$ cat src/hw/rtl/gbs_pkg.sv
// Shared constants and types for the box suppression block.
// No dependencies.
package gbs_pkg;

  localparam int DIM_W   = 15;
  localparam int AREA_W  = 30;
  localparam int THR_W   = 9;
  localparam int IDX_W   = 12;
  localparam int ADDR_W  = 2;
  localparam int IOU_LAT = 5;

  localparam logic [THR_W-1:0]  THR_RESET = 9'd179;
  localparam logic [IDX_W-1:0]  INDEX_MAX = 12'd4095;
  localparam logic [ADDR_W-1:0] ADDR_THR  = 2'd0;

  typedef struct packed {
    logic shift;
    logic load;
  } cell_ctl_t;

endpackage

$ cat src/hw/rtl/gbs_cell.sv
// One link of the kept-box ring: holds one packed box.
// Depends on gbs_pkg for the control struct.
module gbs_cell #(
  parameter int W = 92
) (
  input  logic              clk,
  input  gbs_pkg::cell_ctl_t ctl,
  input  logic [W-1:0]      ring_in,
  input  logic [W-1:0]      load_in,
  output logic [W-1:0]      q
);

  always_ff @(posedge clk) begin
    if (ctl.load) begin
      q <= load_in;
    end else if (ctl.shift) begin
      q <= ring_in;
    end
  end

endmodule

$ cat config.mk
export PLATFORM = sky130hd
export DESIGN_NAME = gbs_cell
export DESIGN_NICKNAME = d
export VERILOG_FILES = /design/src/hw/rtl/gbs_pkg.sv /design/src/hw/rtl/gbs_cell.sv
export SDC_FILE = /design/constraint.sdc
export NUM_CORES = 1
export LEC_CHECK = 0
export BUFFER_PORTS_ARGS = -buffer_cell sky130_fd_sc_hd__buf_2
export CORE_MARGIN = 2
export CORE_UTILIZATION = 34
export CTS_CLUSTER_DIAMETER = 80
export DETAILED_ROUTE_END_ITERATION = 12
export PLACE_DENSITY = 0.73
export RECOVER_POWER = 50
export SLEW_MARGIN = 20
export SYNTH_ARGS = -nofsm -noshare
export SYNTH_HDL_FRONTEND = slang
export SYNTH_SLANG_ARGS = --single-unit
$ cat constraint.sdc
create_clock -name clk -period 3.6 [get_ports clk]
set_input_delay 0.18 -clock clk [delete_from_list [all_inputs] [get_ports clk]]
set_output_delay 0.18 -clock clk [all_outputs]
set_load 0.05 [all_outputs]
* Word level (Yosys, flattened, before mapping) *
Cells that the tools add are included.

word-level totals
  flip-flop bits (word level) = 92
  input port bits = 187
  output and inout port bits = 92

operators by class
  mux-type cells = 2
  reductions and logical operators = 1

operator list
  kind                number
  92-bit 2-to-1 mux   2
  2-bit nonzero test  1

* Logic depth before layout (Yosys ltp) *
  word-level depth = 2
  depth in mapped cells = 3
  gate-level depth less buffers = 1

* Worst setup path before layout *
No wires, ideal clock.

  path type = input-to-reg
  from = input ctl[0] in the netlist's numbering
  to = register q[0] (enable)
  setup time = 0.411 ns
  data arrival time = 1.708 ns
  data required time = 3.189 ns
  setup slack = 1.481 ns
  cell stages on the path = 3
  path buffers = 2
  cell sequence = buf_4 -> buf_6 -> or2_2

between the ends
  longest elaborated chain between the ends = 1

ends and longest elaborated chain
  item                                 line            source
  from (decl)                          gbs_cell.sv:7   input gbs_pkg::cell_ctl_t ctl,
  2-bit nonzero test (no source line)  --
  to (signal assigned)                 gbs_cell.sv:15  q <= load_in;
  to (signal assigned)                 gbs_cell.sv:17  q <= ring_in;
  to (decl)                            gbs_cell.sv:10  output logic [W-1:0] q

Every way passes these cells.
A chain may end at the register's enable or synchronous reset.

* Final worst setup path *
  from = input ctl[0] in the netlist's numbering
  to = register q[90], data pin

between the ends
  longest elaborated chain between the ends = 1

ends and longest elaborated chain
  item               line            source
  92-bit 2-to-1 mux  gbs_cell.sv:14  if (ctl.load) begin

Every way passes these cells.

==> results_dict.tcl <==
set metrics [dict create \
    clock_transition_at_the_registers_of_the_reported_paths_ns 0.06 \
    cell_area_after_synthesis_sq_um 4160 \
    grt_start_max_net_pins 50 \
    worst-path-buf-inv 2 \
    outcome "completed" \
    crit_path_top_delay_cell "sky130_fd_sc_hd__buf_4" \
    yosysWarnings 0 \
    worstMarginPinSlew_ns 0.848 \
    worst_hold_path_type "in -> reg" \
    cts_buffers 9 \
    hold_viol 0 \
    worst_ep_arrival_time_ns 1.45 \
    path_delay_family "buffers and inverters" \
    number_of_placement_rows 40 \
    clockBufferDepth 2 \
    detailed_place_hpwl_mm 7.81 \
    synthDominantCellAreaShare 0.664 \
    dieWidth_um 115 \
    ys_seq_elements 92 \
    routed_wire_length_per_instance_um 15.8 \
    largest_register "q" \
    floorplan.die.height_um 115 \
    reg_top3 "q (92)" \
    cts.sink_count 92 \
    vias_per_cell 4.48 \
    finalCriticalPeriod_ns 1.37 \
    number_of_global_route_vias_before_repair 2827 \
    drt_pass1_iterations 4 \
    nNetsFinal 665 \
    ir_worst_vdd_uv 211 \
    track_usage 0.140 \
    critical_path.startpoint_type "input pin" \
    initial_cell_density_of_the_core 0.348 \
    h_tree_levels 3 \
    yosysUniqueCellTypes 7 \
    synth.net_count 382 \
    io_buffer_count 278 \
    route.final.wire_length_mm 9.91 \
    diodes 0 \
    netlist_top_cells_area "sky130_fd_sc_hd__edfxtp_1, sky130_fd_sc_hd__mux2_4, sky130_fd_sc_hd__mux2_2, sky130_fd_sc_hd__buf_6, sky130_fd_sc_hd__buf_2" \
    slowest_delay_ns 0.67 \
    initial_antenna_violation_count 0 \
    final_weighted_congestion_in_routability_driven_placement 0.724 \
    post_cts_resize_count 0 \
    critical_path.cell_chain "clkbuf_1 -> buf_4 -> mux2_2" \
    cell_area_power_density_nw_per_um2 553 \
    dr.first_iter.drc_count 79 \
    number_of_flip_flops_in_the_largest_register 92 \
    cts.hold.buffers_added 0 \
    floorplan.die_area_sq_um 13100 \
    max_clock_freq_ghz 0.731 \
    synth_top_cell_by_area "sky130_fd_sc_hd__edfxtp_1" \
    power.static_leakage_nw 2.56 \
    setup_repair_after_global_routing_missed_its_margin "false" \
    area.growth.synth_to_final_pct 40.3 \
    ys_seq_area_frac 0.664 \
    syn_area_per_cell_sq_um 21.3 \
    finalCoreUtilization 0.488 \
    min_period_over_period 0.380 \
    top_level_pins 279 \
    type_of_the_worst_setup_path "in -> reg" \
    postRouteAntennaNets 0 \
    crit_path_end_kind "flop" \
    tritoncts "yes" \
    post-cts-setup-buffer-count 0 \
    final-setup-viol-count 0 \
    cts_root_buf "sky130_fd_sc_hd__clkbuf_16" \
    timing_max_transition_violations_final 0 \
    drv_cap 0 \
    critical_path_peak_fanout 49 \
    fraction_of_layout_cells_with_a_size_suffix_above_1 0.587 \
    num_vias 2815 \
    remaining_max_slew_budget_at_the_tightest_pin 0.435 \
    grt_remaining_overflow 0 \
    worst_ep_required_time_ns 3.68 \
    design.core.area_sq_um 12000 \
    setup_tns_final_ns 0 \
    drt_drc_violations_left 0 \
    postSynthCellCount 195 \
    grt_pass1_wl_mm 13.8 \
]
## report_power, final
group / total, mW / internal (mW) / leakage, nW / switching (mW)
Combinational: 0.768 / 0.212 / 1.45 / 0.556
Clock: 1.11 / 0.744 / 0.173 / 0.370
Sequential: 1.35 / 1.32 / 0.937 / 0.0332
Total: 3.23 / 2.27 / 2.56 / 0.959
## cell usage after synthesis
master and instances:
sky130_fd_sc_hd__mux2_4 69, sky130_fd_sc_hd__buf_4 1, sky130_fd_sc_hd__edfxtp_1 92, sky130_fd_sc_hd__buf_2 2
sky130_fd_sc_hd__buf_6 7, sky130_fd_sc_hd__mux2_2 23, sky130_fd_sc_hd__or2_2 1
## cell type report
class	count	area [sq um]
fill	1064	6120
clock inverter	5	125
tap	147	184
sequential	92	2760
clock buffer	10	229
timing repair buffer	282	1320
multi-input combinational	93	1220
## cells in the final DEF (no fill, tap or decap)
cell type,count
sky130_fd_sc_hd__buf_2,194
sky130_fd_sc_hd__buf_4,4
sky130_fd_sc_hd__bufinv_16,4
sky130_fd_sc_hd__clkbuf_1,85
sky130_fd_sc_hd__clkbuf_16,9
sky130_fd_sc_hd__clkinv_2,1
sky130_fd_sc_hd__edfxtp_1,92
sky130_fd_sc_hd__mux2_1,22
sky130_fd_sc_hd__mux2_2,23
sky130_fd_sc_hd__mux2_4,47
sky130_fd_sc_hd__or2_4,1
## worst paths after layout
check	startpoint	endpoint	slack, ns	depth (start not counted)
min	ring_in[27]	q[27]	0.13	2
max	ctl[0]	q[90]	2.23	3
## through the flow
stage	cells	setup WS (ns)	cell area, sq um	hold WS, ns	total power, mW
floorplan	195	1.48	4160	0.397	1.96
global placement	614	1.97	5670	0.480	2.18
detailed placement	614	1.96	5670	0.484	2.19
CTS	629	2.31	6030	0.130	3.31
global route	629	2.18	5840	0.124	3.34
finish	629	2.23	5840	0.127	3.23
## cells by family after synthesis
logic type             Yosys count  share of synthesized area
multiplexers                    92                      0.311
buffers and inverters           10                     0.0232
AND/OR/NAND/NOR                  1                    0.00150
flip-flops                      92                      0.664
## per-layer routing
layer / vias up / wire length [um] / GRT usage
met2: 169 / 5090 / 0.260
li1: 1335 / - / -
met5: - / 0 / 0
met4: 0 / 180 / 0.0675
met3: 12 / 843 / 0.0376
met1: 1299 / 3800 / 0.145
Power figures use the tool's default switching activity.
