[config.mk]
export PLATFORM = sky130hd
export DESIGN_NAME = gbs_iou
export DESIGN_NICKNAME = d
export VERILOG_FILES = /design/src/hw/rtl/gbs_pkg.sv /design/src/hw/rtl/gbs_iou.sv
export SDC_FILE = /design/constraint.sdc
export NUM_CORES = 2
export LEC_CHECK = 0
export BUFFER_PORTS_ARGS = -buffer_cell sky130_fd_sc_hd__buf_2
export CORE_MARGIN = 1
export CORE_UTILIZATION = 34
export CTS_CLUSTER_SIZE = 14
export DETAILED_ROUTE_END_ITERATION = 10
export HOLD_SLACK_MARGIN = 0.15
export PLACE_DENSITY = 0.6
export SLEW_MARGIN = 0
export SYNTH_ARGS = -nofsm -noshare
export SYNTH_HDL_FRONTEND = slang
export SYNTH_SLANG_ARGS = --single-unit
export TNS_END_PERCENT = 10
[constraint.sdc]
create_clock -name clk -period 7.65 [get_ports clk]
set_input_delay 0.3825 -clock clk [delete_from_list [all_inputs] [get_ports clk]]
set_output_delay 0.3825 -clock clk [all_outputs]
set_load 0.005 [all_outputs]
[src/hw/rtl/gbs_pkg.sv]
// Shared constants and types for the box suppression block.
// No dependencies.
package gbs_pkg;

  localparam int DIM_W   = 15;
  localparam int AREA_W  = 30;
  localparam int THR_W   = 9;
  localparam int IDX_W   = 12;
  localparam int ADDR_W  = 2;
  localparam int IOU_LAT = 5;

  localparam logic [THR_W-1:0]  THR_RESET = 9'd179;
  localparam logic [IDX_W-1:0]  INDEX_MAX = 12'd4095;
  localparam logic [ADDR_W-1:0] ADDR_THR  = 2'd0;

  typedef struct packed {
    logic shift;
    logic load;
  } cell_ctl_t;

endpackage

[src/hw/rtl/gbs_iou.sv]
// Pipelined overlap test of the candidate against one kept box per cycle.
// Depends on gbs_pkg for field widths.
module gbs_iou #(
  parameter int COORD_BITS = 16
) (
  input  logic                          clk,
  input  logic                          rst,
  input  logic                          issue,
  input  logic signed [COORD_BITS-1:0]  cand_left,
  input  logic signed [COORD_BITS-1:0]  cand_top,
  input  logic [gbs_pkg::DIM_W-1:0]     cand_w,
  input  logic [gbs_pkg::DIM_W-1:0]     cand_h,
  input  logic [gbs_pkg::AREA_W-1:0]    cand_area,
  input  logic [gbs_pkg::THR_W-1:0]     thr,
  input  logic [2*COORD_BITS+59:0]      entry,
  output logic                          over
);

  localparam int EW  = (COORD_BITS > 16 ? COORD_BITS : 16) + 1;
  localparam int DW  = gbs_pkg::DIM_W;
  localparam int AW  = gbs_pkg::AREA_W;
  localparam int UW  = AW + 1;
  localparam int LW  = AW + 8;
  localparam int RW  = UW + gbs_pkg::THR_W;
  localparam int CB  = COORD_BITS;

  function automatic logic [DW-1:0] overlap(input logic signed [CB-1:0] a0,
                                            input logic [DW-1:0] al,
                                            input logic signed [CB-1:0] b0,
                                            input logic [DW-1:0] bl);
    logic signed [EW-1:0] a_lo, a_hi, b_lo, b_hi, lo, hi, diff;
    a_lo = EW'(a0);
    b_lo = EW'(b0);
    a_hi = a_lo + EW'($signed({1'b0, al}));
    b_hi = b_lo + EW'($signed({1'b0, bl}));
    lo   = (a_lo > b_lo) ? a_lo : b_lo;
    hi   = (a_hi < b_hi) ? a_hi : b_hi;
    diff = hi - lo;
    overlap = (hi > lo) ? diff[DW-1:0] : '0;
  endfunction

  logic signed [CB-1:0] e_left, e_top;
  logic [DW-1:0]        e_w, e_h;
  logic [AW-1:0]        e_area;

  assign e_left = entry[CB-1:0];
  assign e_top  = entry[2*CB-1:CB];
  assign e_w    = entry[2*CB+DW-1:2*CB];
  assign e_h    = entry[2*CB+2*DW-1:2*CB+DW];
  assign e_area = entry[2*CB+2*DW+AW-1:2*CB+2*DW];

  logic          s1_v, s2_v, s3_v, s4_v;
  logic [DW-1:0] s1_iw, s1_ih;
  logic [AW-1:0] s1_karea, s2_karea, s2_inter, s3_inter;
  logic [UW-1:0] s3_uni;
  logic [LW-1:0] s4_lhs;
  logic [RW-1:0] s4_rhs;

  always_ff @(posedge clk) begin
    if (rst) begin
      s1_v <= 1'b0;
      s2_v <= 1'b0;
      s3_v <= 1'b0;
      s4_v <= 1'b0;
      over <= 1'b0;
    end else begin
      s1_v <= issue;
      s2_v <= s1_v;
      s3_v <= s2_v;
      s4_v <= s3_v;
      over <= s4_v && (RW'(s4_lhs) > s4_rhs);
    end
  end

  always_ff @(posedge clk) begin
    s1_iw    <= overlap(cand_left, cand_w, e_left, e_w);
    s1_ih    <= overlap(cand_top, cand_h, e_top, e_h);
    s1_karea <= e_area;
    s2_inter <= s1_iw * s1_ih;
    s2_karea <= s1_karea;
    s3_inter <= s2_inter;
    s3_uni   <= UW'(cand_area) + UW'(s2_karea) - UW'(s2_inter);
    s4_lhs   <= {s3_inter, 8'b0};
    s4_rhs   <= RW'(thr) * RW'(s3_uni);
  end

endmodule

Word level (Yosys, flattened, before mapping) --
Cells that the tools add are included.
Word-level totals: flip-flop bits (word level) 256, bits of input ports 196, output and inout port bits 1, word-level logic and storage cells 36
Operators by class: add/subtract/negate cells 8, multiply operators 2, magnitude comparators 7, muxes and demuxes 4, reduce and logical (&&, ||, !) cells 1
Operators with widths (count):
- 16-bit by 16-bit adder with 17-bit output | 4
- 17-bit two-way mux | 4
- 38-bit by 40-bit greater-than comparator with 1-bit output | 1
- 9-bit by 31-bit multiplier with 40-bit output | 1
- 17-bit greater-than comparator | 2
- 17-bit less-than comparator | 2
- 16-bit greater-than comparator | 2
- 30-bit by 30-bit adder with 31-bit output | 1
- 31-bit by 30-bit subtractor with 31-bit output | 1
- 15-bit by 15-bit multiplier with 30-bit output | 1
- 15-bit subtractor | 2
- 1-bit logical AND | 1

Logic depth before layout (Yosys ltp) --
depth after elaboration 4, mapped depth 33, mapped depth without buffers 32

Least setup slack after synthesis --
No wires, ideal clock.
path kind input -> register, from input cand_left[0], to register s1_iw[14], library setup time 0.128 ns, arrival 6.177 ns, required time 7.522 ns, path slack 1.344 ns, stages 31, buffers on the path 1, cells stage by stage ha_1 inv_1 fa_1 nor2b_1 o31a_1 o31a_1 a31oi_1 o21ai_1 a21oi_1 o21ai_0 xnor2_1 inv_1 ha_1 and4_1 o221ai_1 or3_4 a32oi_4 buf_6 mux2i_1 ha_1 inv_1 fa_1 a21o_1 a21oi_1 o21ai_0 a31o_2 a211oi_1 nor3b_1 o41ai_1 xor2_1 nor2_1
On the way: longest elaborated chain between the ends 4, elaborated cells on any way between the ends 7, those cells by class add/sub: 2; order compare: 3; mux: 2
Ends and longest elaborated chain:
- start: declaration | RTL line gbs_iou.sv:9 | input logic signed [COORD_BITS-1:0] cand_left,
- 16-bit by 16-bit adder with 17-bit output | RTL line gbs_iou.sv:34 | a_hi = a_lo + EW'($signed({1'b0, al}));
- 17-bit less-than comparator | RTL line gbs_iou.sv:37 | hi = (a_hi < b_hi) ? a_hi : b_hi;
- 17-bit two-way mux | RTL line gbs_iou.sv:37
- 15-bit subtractor / 17-bit greater-than comparator (equally long branches) | RTL line gbs_iou.sv:38, gbs_iou.sv:39
- end signal: assignment | RTL line gbs_iou.sv:76 | s1_iw <= overlap(cand_left, cand_w, e_left, e_w);
- end: declaration | RTL line gbs_iou.sv:53 | logic [DW-1:0] s1_iw, s1_ih;
Several ways; a longest one is shown, not always the timed one. A chain may end at the register's enable or synchronous reset.

Worst setup path in the final report --
from register s1_ih[5], to register s2_inter[29]
On the way: longest elaborated chain between the ends 1
Ends and longest elaborated chain:
- start: declaration | RTL line gbs_iou.sv:53
- start signal: assignment | RTL line gbs_iou.sv:77 | s1_ih <= overlap(cand_top, cand_h, e_top, e_h);
- 15-bit by 15-bit multiplier with 30-bit output | RTL line gbs_iou.sv:79 | s2_inter <= s1_iw * s1_ih;
- end signal: assignment | RTL line gbs_iou.sv:79
- end: declaration | RTL line gbs_iou.sv:54 | logic [AW-1:0] s1_karea, s2_karea, s2_inter, s3_inter;
No other way between the ends.

==> impl_metrics.csv <==
group,metric,value,unit
synth,synth_cells,3370,
synth,yosysSeqAreaShare,0.169,
timing,maxSlewHeadroom,0.460,
timing,tightest_slew,809,ps
final_layout,drive_gt1_frac,0.0854,
synth,synth_edf_count,0,
grt,grt_pass1_vias,23600,
drt,ant_nets,0,
grt,grt_pass1_wl,120,mm
critical_path,rr_startpoint,"s1_ih[5]",
drt,viasPerCell,4.75,
synth,yosysUniqueCellTypes,74,
cts,htree_levels,1,
critical_path,rrSetupSlack,990,ps
drt,vias,22500,
synth,ys_warn_count,0,
critical_path,r2r-end,"s2_inter[29]",
synth,synth_fp_nets,4344,
critical_path,cp.depth,20,
timing,fin_crit_sh,0.870,
synth,synth_ff_type,"dfxtp_1",
die,die_w,300,µm
synth,yosys.area.top_type,"fa_1",
critical_path,crit_chain,"nand2_1 -> fa_1 -> inv_1 -> fa_1 -> fa_1 -> inv_1 -> fa_1 -> fa_1 -> inv_1 -> fa_1 -> ha_1 -> a21oi_1 -> o21ai_0 -> a211oi_1 -> nor4_1 -> o22a_1 -> a41o_1 -> a21o_1 -> o41ai_2 -> xnor2_1",
critical_path,rr_worst_depth,20,
drt,routed_wl,71.2,mm
critical_path,cpMaxStageDelayCell,"dfxtp_1",
placed_design,hpwl,59.5,mm
grt,antenna_found_initial,1,
critical_path,endpoint_kind,"register",
die,rows,109,
critical_path,crit_required,8100,ps
synth,avgSynthCellArea,8.98,µm²
run,max_cap_viol_count,0,
cts,cts_tree,"done",
cts,root_buffer,"clkbuf_16",
worst_hold_path,holdCritPathClass,"input pin to register",
grt,grt_max_degree,32,
timing,rsz0062_at_grt,"false",
grt,use_met1,0.217,
timing,drv_slew,0,
cts,post_cts_buffers,0,
timing,finalSetupTns,0,ps
critical_path,cp.arrival,7110,ps
critical_path,crit_start,"s1_ih[5]",
grt,grt_overflow_total,0,
critical_path,crit_buf_inv,3,
critical_path,path_max_fanout,15,
outcome,status,"complete, no violations",
timing,worst_slack,992,ps
timing,finalHoldViolCount,0,
placed_design,port_buffers,196,
final_layout,diodes,0,
final_layout,syn2layout_area_growth,11.8,%
drt,drc_errors,0,
grt,busiest_layer,"met2",
die,fp.dieArea,90200,µm²
final_layout,postLayoutCoreUtil,0.383,
timing,final.setup_skew,12.1,ps
synth,netlist_area,30200,µm²
cts,cts_max_path_buffers,3,
synth,yosys_register_bits,256,
die,start_util,0.343,
final_layout,fin_nets,4522,
cts,cts.sinks,256,
grt,grt_use_met3,0.0177,
cts,cts_buffers,30,
grt,track_usage,0.163,
cts,clk_latency,580,ps
timing,fin_crit,6660,ps
critical_path,cp_slowest_stage_delay,760,ps
die,io_pins,197,
die,coreArea,88200,µm²
synth,synth.top_cells.by_area,"fa_1 (27%), dfxtp_1 (17%), ha_1 (15%)",
placed_design,place_congestion,0.856,
placed_design,dp_slack,561,ps
critical_path,crit_type,"register to register",
drt,drt-initial-drc-count,895,
drt,dr.pass1.iters,7,
drt,routedWlPerCell,15.0,µm
die,die_y,300,µm
cts,clkSlewWorstSetupHoldPaths,60,ps
synth,synth_top_area_frac,0.269,
timing,fmax,150,MHz
critical_path,crit_family,"adder cells",
cts,hold_buffers,33,
critical_path,cp-start-kind,"register",
synth,async_reset_ff_frac,0,
critical_path,crit_path_end,"s2_inter[29]",
critical_path,cpMostUsedCell,"fa_1",
grt,use_met2,0.282,
timing,setup_viol,0,
cts,cts_resized,0,
## how the worst min path moves through the flow
| stage | from | to | slack [ps] | cells past startpoint |
|---|---|---|---|---|
| after floorplan | s1_karea[0] | s2_karea[0] | 310 | 0 |
| after global placement | s3_inter[15] | s4_lhs[23] | 310 | 0 |
| after detailed placement | s1_karea[10] | s2_karea[10] | 310 | 0 |
| after CTS | cand_area[29] | s3_uni[30] | 150 | 3 |
| after global routing | cand_area[29] | s3_uni[30] | 200 | 3 |
| final | cand_area[29] | s3_uni[30] | 200 | 3 |
## tightest hold or removal path: stages
cell    delay [ps]
buf_2           90
fa_1           180
xor2_1          60
## cell families (layout without fill, tap and decap cells)
| family | count (synthesis) | after routing | share of synthesized area |
|---|---|---|---|
| AND/OR/NAND/NOR | 907 | 907 | 0.144 |
| adder cells (fa/ha/maj) | 778 | 778 | 0.423 |
| buffers and inverters | 710 | 912 | 0.0887 |
| AO/OA/AOI/OAI | 496 | 496 | 0.107 |
| flip-flops | 256 | 256 | 0.169 |
| XOR/XNOR | 156 | 156 | 0.0452 |
| multiplexers | 67 | 67 | 0.0229 |
## final cells by class
type                       count  area, µm²
clock buffer                  36        835
multi-input combinational   2404      22400
fill                        8983      54400
tap                         1165       1460
inverter                     612       2300
timing repair buffer         244       1420
sequential                   256       5120
clock inverter                20        229
## cells in the final DEF, fill, tap and decap left out, drive strengths merged, types with 7 or more instances in the layout
cell type | Yosys | routed
a211oi | 23 | 23
a21boi | 10 | 10
a21o | 80 | 80
a21oi | 155 | 155
a31oi | 14 | 14
and2 | 199 | 199
and3 | 8 | 8
buf | 4 | 211
clkbuf | 94 | 36
clkinv | 0 | 7
dfxtp | 256 | 256
dlygate4sd3 | 0 | 33
fa | 407 | 407
ha | 371 | 371
inv | 612 | 618
mux2 | 14 | 14
mux2i | 53 | 53
nand2 | 393 | 393
nand2b | 24 | 24
nand3 | 29 | 29
nand4 | 33 | 33
nor2 | 117 | 117
nor2b | 31 | 31
nor3 | 32 | 32
nor4 | 11 | 11
o211ai | 10 | 10
o21a | 31 | 31
o21ai | 99 | 99
o21bai | 19 | 19
o31ai | 9 | 9
xnor2 | 107 | 107
xor2 | 49 | 49
## routing by layer
metal  vias up  wire (µm)
li1      11100          -
met1     10800      32900
met2       470      33900
met3        94       3020
met4         2       1360
met5         -         13
## Yosys cell counts (all sizes together), types with 24 or more instances
master  count
inv       612
o21ai      99
and2      199
xor2       49
dfxtp     256
nor2b      31
clkbuf     94
nor3       32
nor2      117
xnor2     107
a21oi     155
nand2b     24
nand2     393
o21a       31
mux2i      53
ha        371
fa        407
nand3      29
a21o       80
nand4      33
## through the flow
step	instance area [µm²]	hold WS (ps)	std cells
2_1_floorplan	30200	310	3370
3_3_place_gp	32400	310	4648
3_5_place_dp	32400	312	4648
4_1_cts	33800	151	4737
5_1_grt	33800	204	4737
6_report	33800	196	4737
## registers in the layout, indices dropped and copies added, names as in the netlist
register,count
s1_karea,30
s4_v,1
s3_uni,31
s3_inter,30
s2_inter,30
s1_iw,15
over,1
s2_v,1
s4_rhs,40
s3_v,1
s1_v,1
s4_lhs,30
s2_karea,30
s1_ih,15
Power is left out: the tool's default activity adds up to more than one toggle a clock period on the data nets, which glitch-free logic cannot reach.
